## src/rtl/core/ansk_pkg.sv

```systemverilog
package ansk_pkg;

	typedef enum logic [2:0] {
		PH_IDLE,
		PH_ESC,
		PH_CSI,
		PH_K1,
		PH_K2
	} phase_t;

	localparam logic [2:0] KIND_PLAIN = 3'd0;
	localparam logic [2:0] KIND_ALT   = 3'd1;
	localparam logic [2:0] KIND_NAMED = 3'd2;
	localparam logic [2:0] KIND_FUNC  = 3'd3;
	localparam logic [2:0] KIND_ERR   = 3'd4;

	localparam logic [7:0] KEY_ESC = 8'd0;

	localparam logic [7:0] CH_LF    = 8'd10;
	localparam logic [7:0] CH_CR    = 8'd13;
	localparam logic [7:0] CH_ESC   = 8'd27;
	localparam logic [7:0] CH_ZERO  = 8'd48;
	localparam logic [7:0] CH_ONE   = 8'd49;
	localparam logic [7:0] CH_TWO   = 8'd50;
	localparam logic [7:0] CH_THREE = 8'd51;
	localparam logic [7:0] CH_SIX   = 8'd54;
	localparam logic [7:0] CH_SEVEN = 8'd55;
	localparam logic [7:0] CH_A     = 8'd65;
	localparam logic [7:0] CH_D     = 8'd68;
	localparam logic [7:0] CH_E     = 8'd69;
	localparam logic [7:0] CH_LBRK  = 8'd91;
	localparam logic [7:0] CH_TILDE = 8'd126;

	localparam logic [8:0] TMO_MARK = 9'd256;

	typedef struct packed {
		phase_t     phase;
		logic [8:0] first_code;
		logic [7:0] second_code;
	} dec_state_t;

	typedef struct packed {
		logic       valid;
		logic [2:0] kind;
		logic [7:0] code;
	} dec_result_t;

endpackage

```

## src/rtl/core/ansk_decode.sv

```systemverilog
module ansk_decode
	import ansk_pkg::*;
(
	input  dec_state_t  cur,
	input  logic        tmo,
	input  logic [7:0]  b,
	output dec_state_t  nxt,
	output dec_result_t res
);

	logic [7:0] c8;
	logic       c_hi;
	logic [7:0] k;

	assign c8   = cur.first_code[7:0];
	assign c_hi = cur.first_code[8];
	assign k    = cur.second_code;

	always_comb begin
		nxt = cur;
		case (cur.phase)
			PH_ESC: begin
				if (!tmo && b == CH_LBRK) begin
					nxt.phase = PH_CSI;
				end else begin
					nxt.phase = PH_IDLE;
				end
			end
			PH_CSI: begin
				if (!tmo && b >= CH_A && b <= CH_D) begin
					nxt.phase = PH_IDLE;
				end else begin
					nxt.first_code = tmo ? TMO_MARK : {1'b0, b};
					nxt.phase      = PH_K1;
				end
			end
			PH_K1: begin
				if (tmo || b < CH_ZERO) begin
					nxt.phase = PH_IDLE;
				end else if (b == CH_TILDE && !c_hi && c8 >= CH_ONE && c8 <= CH_SIX) begin
					nxt.phase = PH_IDLE;
				end else if (!c_hi && c8 == CH_LBRK && b >= CH_A && b <= CH_E) begin
					nxt.phase = PH_IDLE;
				end else begin
					nxt.second_code = b;
					nxt.phase       = PH_K2;
				end
			end
			PH_K2: begin
				nxt.phase = PH_IDLE;
			end
			default: begin
				if (!tmo && b == CH_ESC) begin
					nxt.phase = PH_ESC;
				end else begin
					nxt.phase = PH_IDLE;
				end
			end
		endcase
	end

	always_comb begin
		res = '{valid: 1'b0, kind: KIND_ERR, code: 8'd0};
		case (cur.phase)
			PH_ESC: begin
				if (tmo) begin
					res = '{valid: 1'b1, kind: KIND_NAMED, code: KEY_ESC};
				end else if (b != CH_LBRK) begin
					res = '{valid: 1'b1, kind: KIND_ALT, code: b};
				end
			end
			PH_CSI: begin
				if (!tmo && b >= CH_A && b <= CH_D) begin
					res = '{valid: 1'b1, kind: KIND_NAMED, code: b - 8'd64};
				end
			end
			PH_K1: begin
				if (tmo || b < CH_ZERO) begin
					res = '{valid: 1'b1, kind: KIND_ERR, code: 8'd0};
				end else if (b == CH_TILDE && !c_hi && c8 >= CH_ONE && c8 <= CH_SIX) begin
					res = '{valid: 1'b1, kind: KIND_NAMED, code: c8 - 8'd44};
				end else if (!c_hi && c8 == CH_LBRK && b >= CH_A && b <= CH_E) begin
					res = '{valid: 1'b1, kind: KIND_FUNC, code: b - 8'd64};
				end
			end
			PH_K2: begin
				res = '{valid: 1'b1, kind: KIND_ERR, code: 8'd0};
				if (!tmo && b == CH_TILDE && !c_hi) begin
					if (c8 == CH_ONE && k >= CH_SEVEN) begin
						res = '{valid: 1'b1, kind: KIND_FUNC, code: k - 8'd49};
					end else if (c8 == CH_TWO) begin
						res = '{valid: 1'b1, kind: KIND_FUNC, code: k - 8'd39};
					end else if (c8 == CH_THREE) begin
						res = '{valid: 1'b1, kind: KIND_FUNC, code: k - 8'd32};
					end
				end
			end
			default: begin
				if (!tmo && b != CH_ESC) begin
					res = '{valid: 1'b1, kind: KIND_PLAIN, code: (b == CH_CR) ? CH_LF : b};
				end
			end
		endcase
	end

endmodule

```

## src/rtl/core/escape_sequence_key_decoder_core.sv

```systemverilog
// Console key escape-sequence decoder.
// Input channel: in_valid / in_ready with op (0 byte, 1 read timeout) and byte_in.
// Output channel: out_valid / out_ready with kind and code of one decoded key.
// Each input transfer yields zero or one result; bytes inside a sequence and
// timeouts while idle yield none.
// A result passes from its input transfer through the input register, then
// decode logic into the result register.
// Throughput: one input item per cycle unless the receiver stalls, set by the
// single pass of decode logic between the input register and the result register.
// When the receiver stalls, the result register holds, the item in the input
// register waits, and in_ready falls once both are full.
// Reset clears both valid flags and returns the decoder to idle with no
// sequence pending.
module escape_sequence_key_decoder_core
	import ansk_pkg::*;
(
	input  logic       clk,
	input  logic       arst_n,
	input  logic       in_valid,
	output logic       in_ready,
	input  logic       op,
	input  logic [7:0] byte_in,
	output logic       out_valid,
	input  logic       out_ready,
	output logic [2:0] kind,
	output logic [7:0] code
);

	logic        valid_s1;
	logic        op_s1;
	logic [7:0]  byte_s1;
	logic        valid_s2;
	logic [2:0]  kind_s2;
	logic [7:0]  code_s2;
	dec_state_t  state_q;
	dec_state_t  state_nxt;
	dec_result_t res;
	logic        advance;

	ansk_decode u_decode (
		.cur (state_q),
		.tmo (op_s1),
		.b   (byte_s1),
		.nxt (state_nxt),
		.res (res)
	);

	assign advance  = valid_s1 && (!valid_s2 || out_ready);
	assign in_ready = !valid_s1 || advance;

	always_ff @(posedge clk or negedge arst_n) begin
		if (!arst_n) begin
			valid_s1 <= 1'b0;
		end else if (in_ready) begin
			valid_s1 <= in_valid;
		end
	end

	always_ff @(posedge clk) begin
		if (in_ready && in_valid) begin
			op_s1   <= op;
			byte_s1 <= byte_in;
		end
	end

	always_ff @(posedge clk or negedge arst_n) begin
		if (!arst_n) begin
			state_q  <= '{phase: PH_IDLE, first_code: 9'd0, second_code: 8'd0};
			valid_s2 <= 1'b0;
		end else if (advance) begin
			state_q  <= state_nxt;
			valid_s2 <= res.valid;
		end else if (out_ready) begin
			valid_s2 <= 1'b0;
		end
	end

	always_ff @(posedge clk) begin
		if (advance && res.valid) begin
			kind_s2 <= res.kind;
			code_s2 <= res.code;
		end
	end

	assign out_valid = valid_s2;
	assign kind      = kind_s2;
	assign code      = code_s2;

endmodule
```

## config.mk

```make
export PLATFORM = sky130hd
export DESIGN_NAME = escape_sequence_key_decoder_core
export DESIGN_NICKNAME = d
export VERILOG_FILES = /design/src/rtl/core/ansk_pkg.sv /design/src/rtl/core/ansk_decode.sv /design/src/rtl/core/escape_sequence_key_decoder_core.sv
export SDC_FILE = /design/constraint.sdc
export NUM_CORES = 1
export LEC_CHECK = 0
export ABC_AREA = 1
export BUFFER_PORTS_ARGS = -buffer_cell sky130_fd_sc_hd__buf_2
export CORE_AREA = 2 2 96 98
export CTS_CLUSTER_DIAMETER = 120
export CTS_CLUSTER_SIZE = 25
export DETAILED_ROUTE_END_ITERATION = 6
export DIE_AREA = 0 0 98 100
export PLACE_DENSITY = 0.48
export SLEW_MARGIN = 20
export SYNTH_ARGS = -nofsm -noshare
export SYNTH_HDL_FRONTEND = slang
export SYNTH_SLANG_ARGS = --single-unit
```

## constraint.sdc

```tcl
create_clock -name clk -period 2.53 [get_ports clk]
set_input_delay 0.253 -clock clk [delete_from_list [all_inputs] [get_ports clk]]
set_output_delay 0.253 -clock clk [all_outputs]
set_load 0.02 [all_outputs]
```

### Yosys cells after proc, flatten, opt, wreduce, memory -nomap -nowiden

Index checks and enable logic that the tools add are counted.
Widths: inputs -> output; s select.

| storage, ports and cells | value |
|---|---|
| bits of input ports | 13 |
| register bits | 42 |
| output and inout port bits | 13 |
| logic and storage cells | 89 |

| operators by class | value |
|---|---|
| equal/unequal tests | 14 |
| order comparisons | 7 |
| muxes and demuxes | 23 |
| bitwise gates (word level) | 4 |
| reduce and logical (&&, ||, !) cells | 27 |
| $add $sub $neg | 5 |

Operators by type and width:

| kind | number |
|---|---|
| $mux 12 | 10 |
| $pmux 12 s4 | 1 |
| $sub 8x6->8 const B | 4 |
| $eq 8x6->1 const B | 3 |
| $eq 8x7->1 const B | 3 |
| $logic_and 1x1->1 | 17 |
| $ge 8x6->1 const B | 2 |
| $le 8x7->1 const B | 2 |
| $pmux 3 s4 | 1 |
| $mux 11 | 1 |
| $mux 3 | 3 |
| $mux 9 | 1 |
| $eq 8x4->1 const B | 1 |
| $eq 8x5->1 const B | 1 |
| $ge 8x7->1 const B | 1 |
| $le 8x6->1 const B | 1 |
| $lt 8x6->1 const B | 1 |
| $mux 8 | 1 |
| $ne 8x5->1 const B | 1 |
| $ne 8x7->1 const B | 1 |
| $sub 8x7->8 const B | 1 |
| $eq 3x2->1 const B | 2 |
| $reduce_and 5->1 | 1 |
| $logic_not 1->1 | 4 |
| 8 further kinds | 16 |

### Logic depth before layout (Yosys ltp)

Gate-level depths: netlist of the first run.

| logic depth | value |
|---|---|
| word-level depth | 9 |
| gate-level depth with buffers | 14 |
| depth with buffers taken out | 13 |

### By module

Synthesis of the first run repeated with hierarchy kept, for this count alone.

| second synthesis, totals | value |
|---|---|
| cell total of the unflattened synthesis | 476 |
| area, all modules | 3400.8 um^2 |

By module, submodules not included:

| module | cells an instance | area each (um^2) | seq. area each (um^2) | times used |
|---|---|---|---|---|
| ansk_decode | 357 | 1875.5 | 0.0 | 1 |
| escape_sequence_key_decoder_core | 119 | 1525.2 | 1151.1 | 1 |

### Worst setup path before layout of the first run

No wires, ideal clock.

| timing | value |
|---|---|
| kind | register -> register |
| from | register byte_s1[7] |
| to | register code_s2[0], in the netlist code[0], enable pin |
| setup slack | 0.353 ns |
| arrival | 1.838 ns |
| stages on the path, launching flop included | 13 |
| library setup time | 0.339 ns |
| clock period less this slack | 2.177 ns |
| data required time | 2.191 ns |
| path buffers | 0 |
| cell sequence | edfxtp_1 -> inv_1 -> ha_1 -> inv_1 -> nor2_4 -> nand2_1 -> a21oi_2 -> nand3_1 -> nand3_1 -> inv_1 -> nand2_1 -> nand2_1 -> inv_1 |

| on the way | value |
|---|---|
| cells in the longest elaborated chain, start to end | 8 |
| elaborated cells on any way between the ends | 28 |
| classes of those cells | order compare (4); eq/ne (3); mux (9); reduce/logical (12) |

RTL lines:

| what | line | source |
|---|---|---|
| start, declared | escape_sequence_key_decoder_core.sv:31 | `logic [7:0] byte_s1;` |
| start signal, assigned | escape_sequence_key_decoder_core.sv:62 | `byte_s1 <= byte_in;` |
| $ge 8x7->1 or $eq 8x7->1 (tied branches) | - |  |
| $logic_and 1x1->1 (on tied branches) (2 in a row) | ansk_decode.sv:82, ansk_decode.sv:80 |  |
| $mux 12 or $logic_and 1x1->1 (tied branches) | ansk_decode.sv:82, ansk_decode.sv:80 |  |
| $mux 12 | ansk_decode.sv:80 | `end else if (b == CH_TILDE && !c_hi && c8 >= CH_ONE && c8 <= CH_SIX) begin` |
| $mux 12 | ansk_decode.sv:78 | `if (tmo \|\| b < CH_ZERO) begin` |
| $pmux 12 s4 (*) | ansk_decode.sv:64 | `case (cur.phase)` |
| $logic_and 1x1->1 (*) | escape_sequence_key_decoder_core.sv:79 | `if (advance && res.valid) begin` |
| end signal, assigned | escape_sequence_key_decoder_core.sv:81 | `code_s2 <= res.code;` |
| end, declared | escape_sequence_key_decoder_core.sv:34 | `logic [7:0] code_s2;` |

Every way passes the cells marked *; elsewhere a longest branch is shown, timed or not.
A chain may end at the register's enable or synchronous reset.

### Worst setup path in the final report of the first run

| timing | value |
|---|---|
| from | register byte_s1[7] |
| to | register kind_s2[0], in the netlist kind[0], enable pin |

| on the way | value |
|---|---|
| cells in the longest elaborated chain, start to end | 8 |
| elaborated cells on any way between the ends | 28 |
| classes of those cells | order compare (4); eq/ne (3); mux (9); reduce/logical (12) |

RTL lines:

| what | line | source |
|---|---|---|
| $ge 8x7->1 or $eq 8x7->1 (tied branches) | - |  |
| $logic_and 1x1->1 (on tied branches) (2 in a row) | ansk_decode.sv:82, ansk_decode.sv:80 |  |
| $mux 12 or $logic_and 1x1->1 (tied branches) | ansk_decode.sv:82, ansk_decode.sv:80 |  |
| $mux 12 | ansk_decode.sv:80 |  |
| $mux 12 | ansk_decode.sv:78 |  |
| $pmux 12 s4 (*) | ansk_decode.sv:64 |  |
| $logic_and 1x1->1 (*) | escape_sequence_key_decoder_core.sv:79 |  |
| end signal, assigned | escape_sequence_key_decoder_core.sv:80 | `kind_s2 <= res.kind;` |
| end, declared | escape_sequence_key_decoder_core.sv:33 | `logic [2:0] kind_s2;` |

Marked as above.

==> results of run 1 <==
==> per-layer routing <==
metal,share of wire [%],vias to the layer above,GRT usage (%)
met3,4.6,15,2.159
met1,48,1221,22.80
met4,2.0,0,4.808
li1,-,1318,-
met5,0,-,0
met2,46,78,27.24
==> Yosys cell counts (2+ instances only) <==
| library cell | n |
|---|---|
| nand2_1 | 92 |
| clkbuf_2 | 2 |
| o21ai_1 | 4 |
| o21ai_2 | 7 |
| ha_1 | 12 |
| o22ai_1 | 7 |
| xnor2_1 | 3 |
| nor2_1 | 31 |
| nand4_1 | 13 |
| nand3_2 | 2 |
| inv_2 | 6 |
| o211ai_1 | 3 |
| xor2_1 | 4 |
| nor2_2 | 3 |
| a21oi_1 | 11 |
| nand3b_1 | 2 |
| nand3_1 | 34 |
| edfxtp_1 | 20 |
| a21oi_2 | 2 |
| nor3_1 | 8 |
| o21ai_0 | 19 |
| inv_1 | 49 |
| dfrtp_1 | 22 |
| nand2_2 | 4 |
| nor3_2 | 2 |
| buf_2 | 4 |
==> cells by family (layout without fill, tap and decap cells) <==
group | after synthesis | after routing | share of synthesized area [%]
adders and majority gates | 12 | 12 | 5.177
DFF | 42 | 42 | 39.69
AOI/OAI and AO/OA | 57 | 57 | 12.08
buffers and inverters | 65 | 99 | 9.620
xor gates and xnor gates | 7 | 7 | 2.114
and+or+nand+nor | 195 | 195 | 31.32
==> power by group <==
group          switching [W]  internal, W
Combinational       0.000731     0.000381
Clock               0.000235     0.000391
Sequential          0.000179     0.000941
==> worst max-delay path by stage <==
stage | startpoint | end
final | byte_s1[7]$_DFFE_PP_ | kind[0]$_DFFE_PP_
after floorplan | byte_s1[7]$_DFFE_PP_ | code[0]$_DFFE_PP_
after detailed placement | byte_s1[7]$_DFFE_PP_ | code[3]$_DFFE_PP_
after CTS | byte_s1[7]$_DFFE_PP_ | code[0]$_DFFE_PP_
after global placement | byte_s1[7]$_DFFE_PP_ | code[3]$_DFFE_PP_
after global routing | byte_s1[7]$_DFFE_PP_ | kind[0]$_DFFE_PP_
==> critical path: stages (launching register included) <==
cell,delay [ns]
edfxtp_1,0.39
inv_1,0.16
ha_1,0.19
inv_1,0.11
nor2_4,0.16
nand2_1,0.10
a21oi_2,0.19
nand3_1,0.12
nand3_1,0.08
inv_1,0.04
nand2_1,0.06
nand2_1,0.10
clkinvlp_4,0.22
==> stage by stage <==
stage / hold slack [ns] / area (sq um) / cells / power (W)
5_1_grt: 0.1143 / 3309 / 523 / 0.003075
3_3_place_gp: 0.2796 / 3163 / 514 / 0.002242
3_5_place_dp: 0.2813 / 3163 / 514 / 0.002231
6_report: 0.1261 / 3309 / 523 / 0.002857
4_1_cts: 0.1203 / 3306 / 523 / 0.002864
2_1_floorplan: -0.04259 / 2900 / 378 / 0.001895
==> cell type report <==
class                      instances  area, sq um
fill                             930         5580
tap                              111        138.9
timing repair buffer              35        202.7
multi-input combinational        271         1470
clock buffer                       5        68.82
inverter                          56        214.0
sequential                        42         1151
clock inverter                     3        63.81
==> flip-flops by register name (all words and copies together), names as in the netlist <==
| register | flops |
|---|---|
| state_q | 20 |
| kind | 3 |
| out_valid | 1 |
| code | 8 |
| valid_s1 | 1 |
| byte_s1 | 8 |
| op_s1 | 1 |
==> what timing repair did <==
item	4_1_cts	5_1_grt
setup endpoints to repair	0	11
resized for setup	0	1
hold endpoints to repair	22	0
buffers inserted	0	0
hold buffers	1	0
==> results.cfg, run 1 <==
[cells_and_area]
layout-drive-gt1-share_pct = 17.72
syn_to_final_growth_pct = 14.11
final_cell_mix = nand2_1, inv_1, nand3_1
diodes = 0
mostFrequentLayoutCell = nand2_1
utilization_pct = 37.23
layout.nets = 436

[yosys]
synth_area_sq_um = 2900
synthTopCellsByArea = edfxtp_1, dfrtp_1, nand2_1
yosys.area.top_type = edfxtp_1
ys_seq_area_share_pct = 39.69
synth_cell_type_count = 38
ys_ff_latch = 42
avgSynthCellArea_sq_um = 7.673
synth-async-reset-ratio_pct = 52.38
synth_top_area_share_pct = 20.71
syn_inst = 378
synth_edf_count = 20
ys.flop_type = dfrtp_1
synth_nets = 403
yosys_warnings = 0

[floorplanning]
fp.dieH_um = 100
rows = 35
io_pins = 26
die_x_um = 98
dieArea_sq_um = 9800
initial_core_util_pct = 32.62
core_area_sq_um = 8890

[detailed_routing]
vias = 2632
drc = 0
wl_per_cell_um = 14.64
via_per_inst = 5.033
wirelength_mm = 7.656
postRouteAntennaNets = 0
firstDrtPassIters = 5
first_iter_violations = 142

[timing]
setup_viol = 0
finalCritPeriodShare_pct = 87.32
worstMarginPinSlew_ns = 0.5491
rsz0062_at_grt = false
final.setup.worst_slack_ns = 0.3208
slew_headroom_pct = 63.39
fin_worst_skew_ns = 0.006404
max_clock_freq_mhz = 452.7
slew_viol_final = 0
hold_viol_final = 0
period_needed_ns = 2.209
finalSetupTns_ns = 0

[status]
status = completed

[power]
max-vdd-ir-drop_v = 0.0002913
p_leak_nw = 1.546
p_per_area_nw_per_um2 = 863.4

[setup_path]
worstSetupStartpointType = register
cp-end-kind = register
r2r-end = kind[0]$_DFFE_PP_
reg2regPathDepth = 12
cp_max_fo = 11
cp_data_arrival_time_ns = 2.21
crit_type = register to register
rrSetupSlack_ns = 0.32
r2r-start = byte_s1[7]$_DFFE_PP_
worstPathRequired_ns = 2.53

[placed_design]
dp_slack_ns = 0.2038
place.gp.congestion = 0.8982
port_buffers = 25
dpl.hpwl_mm = 6.163

[global_route]
overflow = 0
grt_pass1_vias = 2523
grt_pass1_wl_mm = 12.78
grt_max_degree = 23
antenna_found_initial = 0
grt.total_usage_pct = 16.50

[clocking]
clock-sinks = 42
numCtsBuffers = 5
h-tree-depth = 2
cts_root_buffer = clkbuf_8
worstSkewPairLatency_ns = 0.30
cts_tree = built
cts.reportedPaths.clkPinSlew_ns = 0.08
clockBufferDepth = 2

[min_path]
hold_path_depth = 1
whs_endpoint = byte_s1[5]$_DFFE_PP_
min_from = byte_in[5]
worst_hold_path_type = input port to register

[flow_run]
maxCapViolCount = 0
Note: power is estimated with default switching activity, not from simulation.
==> inputs of run 2 (changes only) <==
Settings changed: ABC_AREA 1 to not set, CORE_AREA 2 2 96 98 to 2 2 95 97, DIE_AREA 0 0 98 100 to 0 0 97 99, PLACE_DENSITY 0.48 to 0.51, SLEW_MARGIN 20 to not set.
==> results.cfg, run 2 <==
[status]
status = completed

[global_route]
grt_max_degree = 23
grt.total_usage_pct = 17.35
antenna_found_initial = 0
grt_pass1_wl_mm = 13.39
overflow = 0
grt_pass1_vias = 2494

[yosys]
synth_top_area_share_pct = 21.00
synth_nets = 320
synthXorXnorAreaFrac_pct = 1.531
syn_inst = 296
yosys_warnings = 0
avgSynthCellArea_sq_um = 9.663
synth_commonest_cells = o21ai_0, dfrtp_1, edfxtp_1
ys_ff_latch = 42
ys_seq_area_share_pct = 40.24
ys.flop_type = dfrtp_1
synth_edf_count = 20
synth_compound_area_share_pct = 19.55
synth.most_common_cell = o21ai_0
synthSimpleGateAreaFrac_pct = 23.62
muxShareOfSynthArea_pct = 5.468
synth_cell_type_count = 61
synth-async-reset-ratio_pct = 52.38
yosys.area.top_type = edfxtp_1
synthTopCellsByArea = edfxtp_1, dfrtp_1, ha_1
synth_top_family_by_area = simple AND/OR/NAND/NOR gates
synthAdderAreaFrac_pct = 4.812
synth_area_sq_um = 2860

[clocking]
cts.reportedPaths.clkPinSlew_ns = 0.08
worstSkewPairLatency_ns = 0.30
numCtsBuffers = 5
cts_root_buffer = clkbuf_8
clockBufferDepth = 2
clock-sinks = 42
cts_tree = built
h-tree-depth = 2

[power]
p_comb_share_pct = 12.2
p_leak_nw = 1.509
max-vdd-ir-drop_v = 0.0002557
p_per_area_nw_per_um2 = 442.7
swShare_pct = 23.23
p_int_w = 0.001215
seqPwrFrac_pct = 48.1
p_sw_w = 0.0003677
p_clk_share_pct = 39.7

[cells_and_area]
mostFrequentLayoutCell = buf_4
nFillCells = 847
multi_input_comb_area_sq_um = 1603
syn_to_final_growth_pct = 25.02
layout.nets = 379
regMostFlops = state_q
ff_latch_area_sq_um = 1151
largest_reg_flops = 20
diodes = 0
final_cell_mix = buf_4, buf_2, o21ai_0
layout-drive-gt1-share_pct = 29.49
final_area_sq_um = 3576

[detailed_routing]
drc = 0
via_per_inst = 5.377
vias = 2495
wl_met3_um = 267
first_iter_violations = 154
top_layer = met4
firstDrtPassIters = 4
wirelength_mm = 7.998
wl_met1_mm = 3.960
postRouteAntennaNets = 0
wl_per_cell_um = 17.24
routed-wl-met2_mm = 3.647

[timing]
fin_worst_skew_ns = 0.005511
rsz0062_at_grt = false
slew_viol_final = 0
max_clock_freq_mhz = 419.9
hold_viol_final = 0
finalSetupTns_ns = 0
finalCritPeriodShare_pct = 94.14
period_needed_ns = 2.382
worstMarginPinSlew_ns = 0.5479
slew_headroom_pct = 63.47
setup_viol = 0

[setup_path]
path_buf_inv = 3
cp_max_fo = 8
cp-end-kind = register
rrSetupSlack_ns = 0.15
worstPathRequired_ns = 2.72
crit_path_max_incr_delay_ns = 0.43
cpMaxStageDelayCell = or4_4
cp_data_arrival_time_ns = 2.57
path_delay_family = simple AND/OR/NAND/NOR gates
crit_type = register to register
worstSetupStartpointType = register
crit_chain = inv_2, ha_2, nand2b_1, or3_4, or4_4, buf_6, nor3b_4, buf_12, mux2_4

[placed_design]
dpl_cell_area_sq_um = 3378
place.gp.congestion = 0.8801
dpl.hpwl_mm = 6.274
port_buffers = 25

[floorplanning]
rows = 34
io_pins = 26
dieArea_sq_um = 9603
core_area_sq_um = 8551
initial_core_util_pct = 33.45
fp.dieH_um = 99
die_x_um = 97

[flow_run]
maxCapViolCount = 0

[min_path]
worst_hold_path_type = input port to register
-- run 2: timing repair --
| action | CTS | global route |
|---|---|---|
| endpoints found under the hold margin | 22 | 0 |
| pin swaps | 1 | 2 |
| gates resized for setup | 0 | 3 |
| hold buffers | 1 | 0 |
| setup buffers | 1 | 1 |
| setup endpoints to repair | 11 | 22 |
-- run 2: cell families (layout without fill, tap and decap cells) --
logic type,Yosys count,after routing
and+or+nand+nor,112,112
AOI/OAI and AO/OA,80,80
DFF,42,42
buffers and inverters,34,94
muxes,12,12
adders and majority gates,11,11
xor gates and xnor gates,5,5
-- run 2: final cells by class --
class                      count  area share [%]
sequential                    42           32.19
clock buffer                   5           1.924
clock inverter                 3           1.784
multi-input combinational    220           44.82
inverter                      16           1.679
timing repair buffer          70           13.82
tap                          108           3.779
-- run 2: power groups by stage --
stage	registers [W]	clock network, W	logic, W
after floorplan	0.000792	0	0.0000831
final	0.000761	0.000628	0.000194
after global placement	0.000775	0	0.000187
after detailed placement	0.000776	0	0.000187
after CTS	0.000761	0.000643	0.000196
after global routing	0.000765	0.000673	0.000212
-- run 2: routing by layer --
| layer | vias up | global-route usage (%) |
|---|---|---|
| li1 | 1227 | - |
| met1 | 1205 | 24.44 |
| met2 | 49 | 27.94 |
| met3 | 14 | 3.050 |
| met4 | 0 | 4.117 |
| met5 | - | 0 |
-- run 2: final timing paths --
kind	cells past startpoint	end	startpoint
worst max-delay path	9	state_q[5]$_DFFE_PN0P_	byte_s1[7]$_DFFE_PP_
worst min-delay path	1	byte_s1[0]$_DFFE_PP_	byte_in[0]
worst max register to register	9	state_q[5]$_DFFE_PN0P_	byte_s1[7]$_DFFE_PP_
worst min register to register	2	state_q[15]$_DFFE_PN0P_	state_q[15]$_DFFE_PN0P_
max in group asynchronous	2	valid_s1$_DFFE_PN0N_	arst_n
min in group asynchronous	2	state_q[9]$_DFFE_PN0P_	arst_n
-- run 2: per-stage QoR --
stage | instances | hold slack (ns) | power, W | worst slack, ns | utilization (%)
after floorplan | 296 | -0.04259 | 0.0008755 | 0.01089 | -
after global placement | 453 | 0.2837 | 0.0009624 | 0.01281 | 39.51
after detailed placement | 453 | 0.2760 | 0.0009627 | -0.02989 | 39.51
after CTS | 463 | 0.1180 | 0.001600 | 0.07003 | 41.41
after global routing | 464 | 0.1121 | 0.001650 | 0.01129 | 41.82
final | 464 | 0.1299 | 0.001583 | 0.1484 | 41.82
-- run 2: worst reg2reg max path, delay by kind of cell (launching register included) --
family	cells	cell delay [ns]
and+or+nand+nor	4	1.04
DFF	1	0.42
buffers and inverters	3	0.37
muxes	1	0.29
adders and majority gates	1	0.17
